$ cat src/hdl/frame_rotate_flip_mirror_defines.svh
// ----------------------------------------------------------------------------
// Frame transform assertion macros
// Shared concurrent assertion forms used by the frame transform modules.
// ----------------------------------------------------------------------------
`ifndef FRAME_ROTATE_FLIP_MIRROR_DEFINES_SVH
`define FRAME_ROTATE_FLIP_MIRROR_DEFINES_SVH

// The property must hold in the same cycle as the condition.
`define FRM_ASSERT_IMPLY(name, clk, rst, cond, prop) \
   name: assert property (@(posedge clk) disable iff (rst) (cond) |-> (prop)) \
      else $error("frame transform: same-cycle check failed");

// The property must hold in the cycle after the condition.
`define FRM_ASSERT_NEXT(name, clk, rst, cond, prop) \
   name: assert property (@(posedge clk) disable iff (rst) (cond) |=> (prop)) \
      else $error("frame transform: next-cycle check failed");

`endif

$ cat src/hdl/frm_pkg.sv
// ----------------------------------------------------------------------------
// Frame transform package
// Codes, register indexes and shared types of the frame transform block.
// ----------------------------------------------------------------------------
`timescale 1ns / 1ps
`default_nettype none

package frm_pkg;

   // Word operation codes.
   localparam logic OP_LOAD  = 1'b0;
   localparam logic OP_DRAIN = 1'b1;

   // Transform modes.
   localparam int MODE_W = 2;
   localparam logic [MODE_W-1:0] MODE_ROT90   = 2'd0;
   localparam logic [MODE_W-1:0] MODE_VFLIP   = 2'd1;
   localparam logic [MODE_W-1:0] MODE_HMIRROR = 2'd2;
   localparam logic [MODE_W-1:0] MODE_IDENT   = 2'd3;

   // Register indexes (byte address divided by four).
   localparam int REG_IDX_W = 2;
   localparam logic [REG_IDX_W-1:0] REG_WIDTH  = 2'd0;
   localparam logic [REG_IDX_W-1:0] REG_HEIGHT = 2'd1;
   localparam logic [REG_IDX_W-1:0] REG_MODE   = 2'd2;

   // Field widths.
   localparam int PIXEL_W    = 32;
   localparam int SIZE_W     = 9;
   localparam int CSR_DATA_W = 32;
   localparam int CSR_ADDR_W = 4;

   localparam logic [SIZE_W-1:0] SIZE_RESET = 9'd256;

   // Control that travels with each command word to the frame store.
   typedef struct packed {
      logic op;
      logic last;
   } frm_cmd_type;

endpackage

`default_nettype wire

$ cat src/hdl/frm_addr_gen.sv
// ----------------------------------------------------------------------------
// Frame transform address generator
// Tracks the load and drain positions and registers one store command per
// accepted word, with the load address mapped through the transform.
// ----------------------------------------------------------------------------
`timescale 1ns / 1ps
`default_nettype none

`include "frame_rotate_flip_mirror_defines.svh"

module frm_addr_gen
   import frm_pkg::*;
#(
   parameter int MAX_WIDTH  = 256,
   parameter int MAX_HEIGHT = 256
) (
   input  wire logic                                        clock,
   input  wire logic                                        reset,
   input  wire logic                                        clear,
   input  wire logic                                        accept,
   input  wire logic                                        req_op,
   input  wire logic [PIXEL_W-1:0]                          req_pixel_in,
   input  wire logic [$clog2(MAX_WIDTH+1)-1:0]              w,
   input  wire logic [$clog2(MAX_HEIGHT+1)-1:0]             h,
   input  wire logic [MODE_W-1:0]                           mode,
   input  wire logic                                        cmd_ready,
   output logic                                             cmd_valid,
   output frm_cmd_type                                      cmd,
   output logic [((MAX_WIDTH*MAX_HEIGHT > 1) ?
                  $clog2(MAX_WIDTH*MAX_HEIGHT) : 1)-1:0]    cmd_addr,
   output logic [PIXEL_W-1:0]                               cmd_data
);

   localparam int WW    = $clog2(MAX_WIDTH + 1);
   localparam int HW    = $clog2(MAX_HEIGHT + 1);
   localparam int XW    = (MAX_WIDTH > 1) ? $clog2(MAX_WIDTH) : 1;
   localparam int YW    = (MAX_HEIGHT > 1) ? $clog2(MAX_HEIGHT) : 1;
   localparam int DEPTH = MAX_WIDTH * MAX_HEIGHT;
   localparam int AW    = (DEPTH > 1) ? $clog2(DEPTH) : 1;
   localparam int PA    = (XW > YW) ? XW : YW;
   localparam int PB    = (WW > HW) ? WW : HW;
   localparam int PW    = PA + PB;
   localparam int SW    = PW + 1;

   // Load position in the source frame, drain position in the output frame.
   logic [XW-1:0] x_ff;
   logic [YW-1:0] y_ff;
   logic [PA-1:0] dx_ff;
   logic [PA-1:0] dy_ff;
   logic [AW-1:0] daddr_ff;
   logic          cmd_valid_ff;
   frm_cmd_type   cmd_ff;
   logic [AW-1:0] cmd_addr_ff;
   logic [PIXEL_W-1:0] cmd_data_ff;

   logic [YW-1:0] h_m1_y;
   logic [XW-1:0] w_m1_x;
   logic [PA-1:0] mul_a;
   logic [PB-1:0] mul_b;
   logic [PA-1:0] add_c;
   logic [PW-1:0] prod;
   logic [SW-1:0] sum;
   logic [AW-1:0] cmd_addr_in;
   logic [PB-1:0] ow;
   logic [PB-1:0] oh;
   logic          x_last;
   logic          y_last;
   logic          dx_last;
   logic          dy_last;
   logic          drain_last;

   // Mirrored coordinates; both stay inside the frame since x < w and y < h.
   assign h_m1_y = YW'(h - HW'(1) - HW'(y_ff));
   assign w_m1_x = XW'(w - WW'(1) - WW'(x_ff));

   // Store address of the load position as a * b + c for each mode.
   always_comb begin
      unique case (mode)
         MODE_ROT90: begin
            mul_a = PA'(x_ff);
            mul_b = PB'(h);
            add_c = PA'(h_m1_y);
         end
         MODE_VFLIP: begin
            mul_a = PA'(h_m1_y);
            mul_b = PB'(w);
            add_c = PA'(x_ff);
         end
         MODE_HMIRROR: begin
            mul_a = PA'(y_ff);
            mul_b = PB'(w);
            add_c = PA'(w_m1_x);
         end
         default: begin
            mul_a = PA'(y_ff);
            mul_b = PB'(w);
            add_c = PA'(x_ff);
         end
      endcase
   end

   assign prod = PW'(mul_a) * PW'(mul_b);
   assign sum  = SW'(prod) + SW'(add_c);

   // Output frame size: rotation swaps width and height.
   assign ow = (mode == MODE_ROT90) ? PB'(h) : PB'(w);
   assign oh = (mode == MODE_ROT90) ? PB'(w) : PB'(h);

   // Position wrap detection.
   assign x_last     = (WW'(x_ff) == w - WW'(1));
   assign y_last     = (HW'(y_ff) == h - HW'(1));
   assign dx_last    = (PB'(dx_ff) == ow - PB'(1));
   assign dy_last    = (PB'(dy_ff) == oh - PB'(1));
   assign drain_last = dx_last && dy_last;

   assign cmd_addr_in = (req_op == OP_LOAD) ? AW'(sum) : daddr_ff;

   // Position counters and command valid.
   always_ff @(posedge clock) begin
      if (reset) begin
         x_ff         <= '0;
         y_ff         <= '0;
         dx_ff        <= '0;
         dy_ff        <= '0;
         daddr_ff     <= '0;
         cmd_valid_ff <= 1'b0;
      end else begin
         if (clear) begin
            x_ff     <= '0;
            y_ff     <= '0;
            dx_ff    <= '0;
            dy_ff    <= '0;
            daddr_ff <= '0;
         end else if (accept) begin
            if (req_op == OP_LOAD) begin
               if (x_last) begin
                  x_ff <= '0;
                  y_ff <= y_last ? '0 : y_ff + YW'(1);
               end else begin
                  x_ff <= x_ff + XW'(1);
               end
            end else begin
               if (drain_last) begin
                  dx_ff    <= '0;
                  dy_ff    <= '0;
                  daddr_ff <= '0;
               end else begin
                  daddr_ff <= daddr_ff + AW'(1);
                  if (dx_last) begin
                     dx_ff <= '0;
                     dy_ff <= dy_ff + PA'(1);
                  end else begin
                     dx_ff <= dx_ff + PA'(1);
                  end
               end
            end
         end

         if (accept) begin
            cmd_valid_ff <= 1'b1;
         end else if (cmd_ready) begin
            cmd_valid_ff <= 1'b0;
         end
      end
   end

   // Command payload.
   always_ff @(posedge clock) begin
      if (accept) begin
         cmd_ff.op   <= req_op;
         cmd_ff.last <= (req_op == OP_DRAIN) && drain_last;
         cmd_addr_ff <= cmd_addr_in;
         cmd_data_ff <= req_pixel_in;
      end
   end

   assign cmd_valid = cmd_valid_ff;
   assign cmd       = cmd_ff;
   assign cmd_addr  = cmd_addr_ff;
   assign cmd_data  = cmd_data_ff;

   // Positions stay inside the frame, and the drain wraps after the last pixel.
   `FRM_ASSERT_IMPLY(a_load_in_frame, clock, reset, accept,
                     32'(x_ff) < 32'(w) && 32'(y_ff) < 32'(h))
   `FRM_ASSERT_IMPLY(a_drain_in_frame, clock, reset, accept,
                     32'(dx_ff) < 32'(ow) && 32'(dy_ff) < 32'(oh))
   `FRM_ASSERT_NEXT(a_drain_wraps, clock, reset,
                    accept && req_op == OP_DRAIN && drain_last && !clear, daddr_ff == '0)

endmodule

`default_nettype wire

$ cat config.mk
export PLATFORM = sky130hd
export DESIGN_NAME = frm_addr_gen
export DESIGN_NICKNAME = d
export VERILOG_FILES = /design/src/hdl/frm_pkg.sv /design/src/hdl/frm_addr_gen.sv
export VERILOG_INCLUDE_DIRS = /design/src /design/src/hdl
export SDC_FILE = /design/constraint.sdc
export NUM_CORES = 1
export LEC_CHECK = 0
export BUFFER_PORTS_ARGS = -buffer_cell sky130_fd_sc_hd__clkbuf_2
export CAP_MARGIN = 20
export CORE_MARGIN = 2
export CORE_UTILIZATION = 30
export CTS_BUF_LIST = sky130_fd_sc_hd__clkbuf_2 sky130_fd_sc_hd__clkbuf_4 sky130_fd_sc_hd__clkbuf_8
export DETAILED_ROUTE_END_ITERATION = 16
export PLACE_DENSITY = 0.58
export SLEW_MARGIN = 5
export SYNTH_ARGS = -nofsm -noshare
export SYNTH_HDL_FRONTEND = slang
export SYNTH_SLANG_ARGS = --single-unit
$ cat constraint.sdc
create_clock -name clock -period 8.5 [get_ports clock]
set_input_delay 0.85 -clock clock [delete_from_list [all_inputs] [get_ports clock]]
set_output_delay 0.85 -clock clock [all_outputs]
set_load 0.005 [all_outputs]
; Yosys cells after proc, flatten, opt, wreduce, memory -nomap -nowiden
; Index checks and enable logic that the tools add are counted.
[totals]
word_cells = 54
inputBits = 58
register_bits = 99
[op_classes]
n_mux = 14
multipliers = 1
addsub = 12
bitwise = 1
n_reduce_logical = 10
eq_ne = 6
[op_table]
columns = operator, n
row1 = $mux 8, 6
row2 = $eq 8x9->1, 4
row3 = $sub 9x1->9 const B, 4
row4 = $add 8x1->8 const B, 4
row5 = $mux 16, 2
row6 = $pmux 8 s2, 2
row7 = $mux 9, 2
row8 = $add 16x1->16 const B, 1
row9 = $add 16x8->16, 1
row10 = $mul 8x9->16, 1
row11 = $sub 8x8->8, 2
row12 = $reduce_and 3->1, 2
row13 = $reduce_and 2->1, 2
row14 = $reduce_bool 2->1, 2
row15 = $eq 2x1->1 const B, 1
row16 = $eq 2x2->1 const B, 1
row17 = $logic_and 1x1->1, 2
row18 = $logic_not 2->1, 1
row19 = $mux 1, 2
row20 = $reduce_or 2->1, 1
row21 = $not 1->1, 1

; Depth between registers and ports, before layout
; Gate-level depths: netlist of the first run.
[depth]
depth_word = 7
depth_mapped = 30

; Worst setup path before layout of the first run
; OpenSTA, ideal clock, no wires.
[synth_timing]
path_kind = input to register
from = in h[2]
to = reg cmd_addr_ff[15], in the netlist cmd_addr[15], data pin
t_arrival_ns = 6.838
slack_ns = 1.394
stages = 28
setup_ns = 0.268
cell_sequence = clkbuf_1 -> or4_1 -> nand2_1 -> ha_1 -> a21oi_1 -> nor2_1 -> nor3_1 -> xnor2_1 -> mux2i_1 -> nor2_1 -> a21oi_1 -> or2_2 -> fa_1 -> fa_1 -> inv_1 -> fa_1 -> inv_1 -> fa_1 -> inv_1 -> ha_1 -> o21a_1 -> o31a_1 -> o211ai_1 -> nand2_1 -> a41o_1 -> o41ai_1 -> xnor2_1 -> o21ai_1
[synth_via]
elab_chain_cells = 6
elab_cells_between_ends = 8
classes_between = add/sub: 3 / mul: 1 / mux: 4
[synth_lines]
columns = item, line
row1 = "start, declared", frm_addr_gen.sv:24  ; input wire logic [$clog2(MAX_HEIGHT+1)-1:0] h,
row2 = $sub 9x1->9, n/a
row3 = $sub 8x8->8, frm_addr_gen.sv:73  ; assign h_m1_y = YW'(h - HW'(1) - HW'(y_ff));
row4 = $pmux 8 s2, frm_addr_gen.sv:78  ; unique case (mode)
row5 = $mul 8x9->16, frm_addr_gen.sv:102  ; assign prod = PW'(mul_a) * PW'(mul_b);
row6 = $add 16x8->16 (*), frm_addr_gen.sv:103  ; assign sum = SW'(prod) + SW'(add_c);
row7 = $mux 16 (*), frm_addr_gen.sv:116  ; assign cmd_addr_in = (req_op == OP_LOAD) ? AW'(sum) : daddr_ff;
row8 = net cmd_addr_in[15], frm_addr_gen.sv:63  ; logic [AW-1:0] cmd_addr_in;
row9 = "end signal, assigned", frm_addr_gen.sv:172  ; cmd_addr_ff <= cmd_addr_in;
row10 = "end, declared", frm_addr_gen.sv:53  ; logic [AW-1:0] cmd_addr_ff;
; The timed path passes the listed nets; every way through them passes the cells marked *.
; A chain may end at the register's enable or synchronous reset.

; Worst setup path in the final report of the first run
[layout_timing]
from = in h[0]
to = reg cmd_addr_ff[15], in the netlist cmd_addr[15], data pin
; Same word-level chain as after synthesis.

==> impl_metrics.env, run 1 <==
export IMPL_ir_drop_uv=88.5
export IMPL_first_global_vias=6578
export IMPL_status="finished, final reports clean"
export IMPL_use_met2_pct=24.2
export IMPL_synth_nets=1117
export IMPL_worst_r2r_path_depth=27
export IMPL_rr_endpoint="cmd_addr[15]"
export IMPL_cp_startpoint="h[0]"
export IMPL_p_comb_share_pct=34.7
export IMPL_grtUsageMet3_pct=3.02
export IMPL_drv_cap=0
export IMPL_cts_max_level=3
export IMPL_fin_skew_ps=24.8
export IMPL_place_port_buffers=108
export IMPL_critPathBufInv=6
export IMPL_cts_root_buf="clkbuf_8"
export IMPL_core_area_um2=27800
export IMPL_met1_usage_pct=21.3
export IMPL_fin_crit_ps=7250
export IMPL_drcViolationCount=0
export IMPL_clock_path_buffers=2
export IMPL_dpl_hpwl_um=17600
export IMPL_required_ps=8630
export IMPL_tightest_slew_ps=777
export IMPL_clockPowerShare_pct=26.3
export IMPL_layout_cells_non_filler=1430
export IMPL_hold_path_class="reg -> reg"
export IMPL_layout_common_cells="121 x inv_1, 109 x nor2_1, 108 x clkbuf_2, 63 x nand2_1"
export IMPL_setup_viol=0
export IMPL_grt_usage_pct=15.2
export IMPL_rsz0062_at_grt="false"
export IMPL_netlist_instances=948
export IMPL_cpPeakStageDelay_ps=540
export IMPL_clkSlewWorstSetupHoldPaths_ps=110
export IMPL_swShare_pct=35.1
export IMPL_cp_top_family="adder cells"
export IMPL_cts_buffers=9
export IMPL_place_inst=1414
export IMPL_tns_ps=0
export IMPL_ys_seq_area_share_pct=29.3
export IMPL_wl_per_cell_um=15.4
export IMPL_initial_core_util_pct=30.5
export IMPL_final_common_cell="inv_1"
export IMPL_cpMaxStageDelayCell="fa_1"
export IMPL_cts_hold_buf=0
export IMPL_avgSynthCellArea_um2=8.95
export IMPL_die_height_um=172
export IMPL_drive_gt1_share_pct=17.7
export IMPL_place_gp_congestion=0.915
export IMPL_synth_edf_count=50
export IMPL_syn_area_um2=8480
export IMPL_slew_violations=0
export IMPL_arrival_ps=7380
export IMPL_final_nets=1216
export IMPL_drt_pass1_iterations=5
export IMPL_crit_path_end_kind="register"
export IMPL_num_vias=6866
export IMPL_synth_ff_type="edfxtp_1"
export IMPL_cts_tree="yes"
export IMPL_grt_overflow=0
export IMPL_p_int_uw=910
export IMPL_grt_max_degree=56
export IMPL_crit_cells=29
export IMPL_die_area_um2=29600
export IMPL_cts_resized=0
export IMPL_io_pin_count=109
export IMPL_cts_setup_buffers=0
export IMPL_rows=61
export IMPL_insertedDiodeCount=0
export IMPL_antenna_found_initial=0
export IMPL_route_final_wire_length_um=22100
export IMPL_timing_final_crit_share_pct=85.3
export IMPL_hold_violations=0
export IMPL_grt_pass1_wl_um=35000
export IMPL_worstSetupPathType="in -> reg"
export IMPL_detail_route_antenna_nets=0
export IMPL_nFillCells=2925
export IMPL_power_leakage_uw=0.00407
export IMPL_p_seq_share_pct=39.0
export IMPL_reg2reg_slack_ps=1610
export IMPL_crit_fanout=9
export IMPL_max_freq_mhz=138
export IMPL_cp_start_kind="input port"
export IMPL_ys_types=65
export IMPL_p_per_area_nw_per_um2=145
export IMPL_top_usage_layer="met2"
export IMPL_slew_headroom_pct=48.1
export IMPL_r2r_start="y_ff[0]"
export IMPL_yosys_warnings=0
export IMPL_ys_ff_latch=99
export IMPL_power_switching_uw=492
export IMPL_cts_sinks=99
export IMPL_drt_initial_drc_count=385
export IMPL_vias_per_cell=4.80
export IMPL_clkLatencyLatePin_ps=400
export IMPL_async_reset_ff_share_pct=0
export IMPL_setup_worst_path_end="cmd_addr[15]"
export IMPL_die_w_um=172
export IMPL_syn2layout_area_growth_pct=13.8
## power groups by stage
stage / Sequential (µW) / Clock, µW / Combinational, µW
CTS: 547 / 380 / 491
global placement: 557 / 0 / 481
floorplan: 561 / 0 / 332
finish: 546 / 369 / 487
detailed placement: 558 / 0 / 486
global route: 550 / 401 / 553
## cell families (layout without fill, tap and decap cells)
group	after synthesis	count (layout)	synth area share (%)
fa+ha+maj	111	111	20.9
simple gates	325	325	18.7
xor+xnor	92	92	9.66
compound gates	133	133	9.75
buf+inv	154	258	7.33
flops	99	99	29.3
mux	34	34	4.42
## tightest hold or removal path: cells and delay by family (launching register included)
| kind | cells | cell delay, ps |
|---|---|---|
| flip-flops | 1 | 340 |
| AO/OA/AOI/OAI | 1 | 60 |
| AND/OR/NAND/NOR | 1 | 70 |
## stage by stage
stage          hold WS, ps  area (µm²)  utilization, %  worst slack, ps  total power, µW
4_1_cts                506        9660            34.8             1260             1420
5_1_grt                534        9660            34.8              868             1500
3_3_place_gp           475        9420            33.9              982             1040
3_5_place_dp           480        9420            33.9              855             1040
6_report               500        9660            34.8             1250             1400
2_1_floorplan          454        8480               -             1390              893
## state kept, by name, indices dropped and copies added (netlist names)
register   flops
cmd_data      32
cmd_addr      16
daddr_ff      16
dx_ff          8
dy_ff          8
x_ff           8
y_ff           8
cmd            2
cmd_valid      1
## cell type report
class | instances | area [µm²] | share of cell area [%]
inverters | 122 | 458 | 4.74
flip-flops and latches | 99 | 2480 | 25.7
well taps | 378 | 473 | 4.90
multi-input cells | 695 | 5380 | 55.7
repair buffers | 120 | 631 | 6.53
clock buffers | 9 | 124 | 1.28
clock inverters | 7 | 111 | 1.15
## metal layers
layer / vias to the layer above / part of all wire [%]
met5: - / 0
met1: 3251 / 49
met2: 217 / 43
li1: 3372 / -
met3: 26 / 6.3
met4: 0 / 1.5
## worst min-delay path by stage
| stage | startpoint | endpoint | slack, ps | cells after the start |
|---|---|---|---|---|
| 2_1_floorplan | dx_ff[4] | dx_ff[4] | 450 | 2 |
| 3_3_place_gp | cmd_valid | cmd_valid | 480 | 2 |
| 3_5_place_dp | cmd_valid | cmd_valid | 480 | 2 |
| 4_1_cts | cmd_valid | cmd_valid | 510 | 2 |
| 5_1_grt | cmd_valid | cmd_valid | 530 | 2 |
| 6_report | cmd_valid | cmd_valid | 500 | 2 |
## cells in the mapped netlist (29+ instances only)
cell	n	area, µm²
inv_1	121	454
nor2_1	109	409
nand2_1	63	236
ha_1	60	751
xnor2_1	60	526
fa_1	51	1020
edfxtp_1	50	1500
dfxtp_1	49	981
a21oi_1	41	205
o21ai_0	33	165
xor2_1	31	272
nand3_1	29	145
Note: power is estimated with default switching activity, not from simulation.
==> inputs of run 2 (changes only) <==
==> constraint.sdc (replaced) <==
create_clock -name clock -period 7.55 [get_ports clock]
set_input_delay 0.755 -clock clock [delete_from_list [all_inputs] [get_ports clock]]
set_output_delay 0.755 -clock clock [all_outputs]
set_load 0.005 [all_outputs]
==> run 2 against run 1 <==
Against the previous run: critical path depth stayed put; wire length increased by 2.1%; sequential share of layout area down 0.086 points; global-route usage rose by 0.38 points; combinational power up 13%; worst setup slack worse by 690 ps; non-clock buffer count increased by 8; worst hold slack improved by 3.3 ps; count of clock-buffer cells in the layout unchanged; critical endpoint unchanged; largest cell class unchanged; highest routed layer unchanged.
==> impl_metrics.env, run 2 (synthesized netlist as in run 1, its figures left out) <==
export IMPL_status="finished, final reports clean"
export IMPL_first_global_vias=6695
export IMPL_clock_path_buffers=2
export IMPL_place_inst=1422
export IMPL_grt_max_degree=38
export IMPL_final_nets=1224
export IMPL_grt_overflow=0
export IMPL_dpl_hpwl_um=18000
export IMPL_die_height_um=172
export IMPL_insertedDiodeCount=0
export IMPL_die_area_um2=29600
export IMPL_drcViolationCount=0
export IMPL_drive_gt1_share_pct=18.3
export IMPL_cts_buffers=9
export IMPL_layout_cells_non_filler=1438
export IMPL_max_freq_mhz=143
export IMPL_cts_tree="yes"
export IMPL_cts_resized=0
export IMPL_p_per_area_nw_per_um2=159
export IMPL_cpMaxStageDelayCell="fa_1"
export IMPL_setup_viol=0
export IMPL_drt_pass1_iterations=5
export IMPL_detail_route_antenna_nets=0
export IMPL_largest_register_ffs=32
export IMPL_die_w_um=172
export IMPL_crit_fanout=7
export IMPL_worstSetupPathType="in -> reg"
export IMPL_grt_pass1_wl_um=35800
export IMPL_core_area_um2=27800
export IMPL_route_final_wire_length_um=22500
export IMPL_hold_violations=0
export IMPL_drt_initial_drc_count=422
export IMPL_power_leakage_uw=0.00410
export IMPL_vias_per_cell=4.76
export IMPL_tns_ps=0
export IMPL_clkLatencyLatePin_ps=380
export IMPL_crit_path_end_kind="register"
export IMPL_cts_setup_buffers=0
export IMPL_post_place_ws_ps=181
export IMPL_cpPeakStageDelay_ps=550
export IMPL_clkSlewWorstSetupHoldPaths_ps=110
export IMPL_layout_common_cells="121 x inv_1, 109 x nor2_1, 108 x clkbuf_2, 63 x nand2_1"
export IMPL_antenna_found_initial=0
export IMPL_fin_crit_ps=7000
export IMPL_hold_path_class="reg -> reg"
export IMPL_place_port_buffers=108
export IMPL_place_gp_congestion=0.945
export IMPL_nFillCells=2939
export IMPL_slew_violations=0
export IMPL_io_pin_count=109
export IMPL_slew_headroom_pct=49.0
export IMPL_timing_final_crit_share_pct=92.7
export IMPL_fin_skew_ps=14.6
export IMPL_ir_drop_uv=81.8
export IMPL_tightest_slew_ps=759
export IMPL_cts_root_buf="clkbuf_8"
export IMPL_cts_max_level=3
export IMPL_grt_usage_pct=15.6
export IMPL_rows=61
export IMPL_cts_sinks=99
export IMPL_num_vias=6848
export IMPL_setup_ws_ps=554
export IMPL_holdWs_ps=503
export IMPL_initial_core_util_pct=30.5
export IMPL_syn2layout_area_growth_pct=14.2
export IMPL_drv_cap=0
export IMPL_required_ps=7680
export IMPL_wl_per_cell_um=15.7
export IMPL_arrival_ps=7120
export IMPL_cts_hold_buf=0
export IMPL_final_common_cell="inv_1"
export IMPL_cp_start_kind="input port"
export IMPL_rsz0062_at_grt="false"
==> run 2: final timing paths <==
check,start,to,slack [ps],cells past startpoint
worst min-delay path,cmd_valid,cmd_valid,500,2
worst max register to register,y_ff[0],cmd_addr[15],860,27
worst max-delay path,h[0],cmd_addr[15],550,29
worst min register to register,cmd_valid,cmd_valid,500,2
==> run 2: through the flow <==
| step | total power [µW] | area [µm²] | util [%] |
|---|---|---|---|
| 2_1_floorplan | 1010 | 8480 | - |
| 3_3_place_gp | 1170 | 9480 | 34.1 |
| 3_5_place_dp | 1180 | 9480 | 34.1 |
| 4_1_cts | 1560 | 9690 | 34.9 |
| 5_1_grt | 1650 | 9690 | 34.9 |
| 6_report | 1540 | 9690 | 34.9 |
==> run 2: power by group <==
group,total [µW],switching (µW),internal (µW)
Sequential,615,9.81,605
Clock,372,212,160
Combinational,551,326,225
==> run 2: critical path, delay by kind of cell <==
kind	cells	cell delay, ps
adders and majority gates	7	3160
AOI/OAI and AO/OA	12	1970
buffers and inverters	6	470
and+or+nand+nor	2	390
xor gates and xnor gates	2	360
==> run 2: area by class of cell <==
cell class	count	area, µm²	share of cell area [%]
Tap cell	378	473	4.88
Sequential cell	99	2480	25.6
Multi-Input combinational cell	695	5380	55.5
Inverter	122	458	4.73
Clock buffer	9	124	1.28
Timing Repair Buffer	128	691	7.13
Clock inverter	7	83.8	0.865
==> run 2: layer usage <==
metal  vias up  share of wire, %  routed length (µm)  GRT usage [%]
li1       3380                 -                   -              -
met4         0               1.4                 323           3.95
met2       238                43                9650           24.4
met1      3203                48               10800           22.2
met3        27               7.9                1780           2.72
met5         -                 0                   0              0
==> inputs of run 3 (changes only) <==
--- a/config.mk
+++ b/config.mk
@@ -8,6 +8,7 @@
 export LEC_CHECK = 0
 export BUFFER_PORTS_ARGS = -buffer_cell sky130_fd_sc_hd__clkbuf_2
 export CAP_MARGIN = 20
+export CORE_ASPECT_RATIO = 0.6
 export CORE_MARGIN = 2
 export CORE_UTILIZATION = 30
 export CTS_BUF_LIST = sky130_fd_sc_hd__clkbuf_2 sky130_fd_sc_hd__clkbuf_4 sky130_fd_sc_hd__clkbuf_8
==> run 3 against run 2 <==
Against the previous run: via count is 2.0% higher; clock skew is 6.5 ps higher; global-route usage is 0.86 points higher; critical path type unchanged; die area is 0.15% higher; critical path depth stayed put; total power is 1.5% higher; flip-flop and latch count stayed put; utilization hardly changed.
==> impl_metrics.env, run 3 (synthesized netlist as in run 1, its figures left out) <==
export IMPL_status="finished, final reports clean"
export IMPL_syn2layout_area_growth_pct=14.0
export IMPL_dpl_hpwl_um=19300
export IMPL_place_port_buffers=108
export IMPL_arrival_ps=7200
export IMPL_post_dp_cell_area_um2=9460
export IMPL_die_w_um=221
export IMPL_fin_area_um2=9670
export IMPL_grt_pass1_wl_um=37800
export IMPL_rsz0062_at_grt="false"
export IMPL_crit_path_end_kind="register"
export IMPL_largest_register_ffs=32
export IMPL_fin_skew_ps=21.1
export IMPL_place_gp_congestion=0.930
export IMPL_antenna_found_initial=0
export IMPL_p_seq_share_pct=39.4
export IMPL_fin_crit_ps=7060
export IMPL_clkLatencyLatePin_ps=420
export IMPL_reg2reg_slack_ps=690
export IMPL_final_common_cell="inv_1"
export IMPL_cp_start_kind="input port"
export IMPL_core_area_um2=27700
export IMPL_cp_top_family="adder cells"
export IMPL_total_power_uw=1560
export IMPL_timing_final_crit_share_pct=93.5
export IMPL_cts_setup_buffers=0
export IMPL_cts_buffers=9
export IMPL_cpPeakStageDelay_ps=570
export IMPL_slew_headroom_pct=29.9
export IMPL_worstSetupPathType="in -> reg"
export IMPL_p_int_uw=993
export IMPL_clkSlewWorstSetupHoldPaths_ps=120
export IMPL_layout_common_cells="121 x inv_1, 109 x nor2_1, 108 x clkbuf_2, 63 x nand2_1"
export IMPL_r2r_start="y_ff[0]"
export IMPL_cts_root_buf="clkbuf_8"
export IMPL_die_height_um=134
export IMPL_critPathBufInv=6
export IMPL_crit_fanout=7
export IMPL_cts_tree="yes"
export IMPL_tns_ps=0
export IMPL_grt_usage_pct=16.4
export IMPL_drt_pass1_iterations=5
export IMPL_drv_cap=0
export IMPL_route_final_wire_length_um=23600
export IMPL_io_pin_count=109
export IMPL_rows=47
export IMPL_cts_sinks=99
export IMPL_required_ps=7690
export IMPL_vias_per_cell=4.90
export IMPL_hold_path_endpoint="dx_ff[4]"
export IMPL_drt_initial_drc_count=564
export IMPL_min_path_cells=2
export IMPL_cts_max_level=3
export IMPL_hold_violations=0
export IMPL_ir_drop_uv=86.0
export IMPL_drcViolationCount=0
export IMPL_power_leakage_uw=0.00408
export IMPL_rr_endpoint="cmd_addr[15]"
export IMPL_clock_path_buffers=2
export IMPL_final_nets=1223
export IMPL_die_area_um2=29700
export IMPL_num_vias=6986
export IMPL_slew_violations=0
export IMPL_grt_max_degree=56
export IMPL_hold_path_class="reg -> reg"
export IMPL_cpMaxStageDelayCell="fa_1"
export IMPL_power_switching_uw=568
export IMPL_grt_overflow=0
export IMPL_cts_resized=0
export IMPL_initial_core_util_pct=30.6
export IMPL_hp_start="dx_ff[4]"
export IMPL_detail_route_antenna_nets=0
export IMPL_clockPowerShare_pct=24.1
export IMPL_worst_r2r_path_depth=27
export IMPL_p_per_area_nw_per_um2=161
export IMPL_swShare_pct=36.4
export IMPL_max_freq_mhz=142
export IMPL_wl_per_cell_um=16.6
export IMPL_cts_hold_buf=0
export IMPL_drive_gt1_share_pct=18.2
export IMPL_setup_viol=0
export IMPL_first_global_vias=6719
export IMPL_tightest_slew_ps=1050
export IMPL_p_comb_share_pct=36.5
## run 3: metrics by stage
step           hold slack (ps)  util (%)  instances  worst slack (ps)
2_1_floorplan              454         -        948               539
3_3_place_gp               471      34.2       1410               287
3_5_place_dp               487      34.2       1410               154
4_1_cts                    475      34.9       1426               601
5_1_grt                    467      34.9       1426               145
6_report                   507      34.9       1427               488
## run 3: worst max path at each step
stage | slack [ps] | cells after the start | start | endpoint
finish | 490 | 29 | h[0] | cmd_addr[15]
global route | 140 | 28 | h[2] | cmd_addr[15]
detailed placement | 150 | 28 | h[2] | cmd_addr[15]
CTS | 600 | 28 | h[2] | cmd_addr[15]
floorplan | 540 | 28 | h[2] | cmd_addr[15]
global placement | 290 | 28 | h[2] | cmd_addr[15]
## run 3: worst register-to-register path, cell delays in order, from the launching register on
cell and delay (ps):
dfxtp_1 470, ha_1 220, inv_1 60, fa_1 400, a21o_1 170, a21oi_1 260, o21bai_1 120, a21oi_1 180
xnor2_1 180, a211o_1 150, o21ai_1 80, or2_2 300, fa_1 500, fa_1 570, inv_1 60, fa_1 520
inv_1 60, fa_1 530, inv_1 40, ha_1 320, o21a_1 120, o31a_1 120, o211ai_1 190, nand2_1 100
a41o_1 280, o41ai_1 330, xnor2_1 170, o21ai_1 70
## run 3: final cells by class
type                    instances  area, µm²
clock buffers                  10        131
multi-input cells             695       5380
well taps                     367        459
diodes                          1       2.50
flip-flops and latches         99       2480
inverters                     122        458
clock inverters                 6       73.8
fillers                      2917      18000
repair buffers                127        683
## run 3: per-layer routing
layer,vias to the layer above,track usage [%],share of wire (%)
li1,3387,-,-
met1,3342,26.1,53
met2,237,21.4,37
met3,20,4.73,9.2
met4,0,2.98,0.84
met5,-,0,0
## run 3: power groups by stage
stage | logic [µW] | clock network (µW) | registers, µW
2_1_floorplan | 374 | 0 | 631
3_3_place_gp | 556 | 0 | 627
3_5_place_dp | 564 | 0 | 628
4_1_cts | 569 | 395 | 616
5_1_grt | 642 | 416 | 619
6_report | 569 | 377 | 615
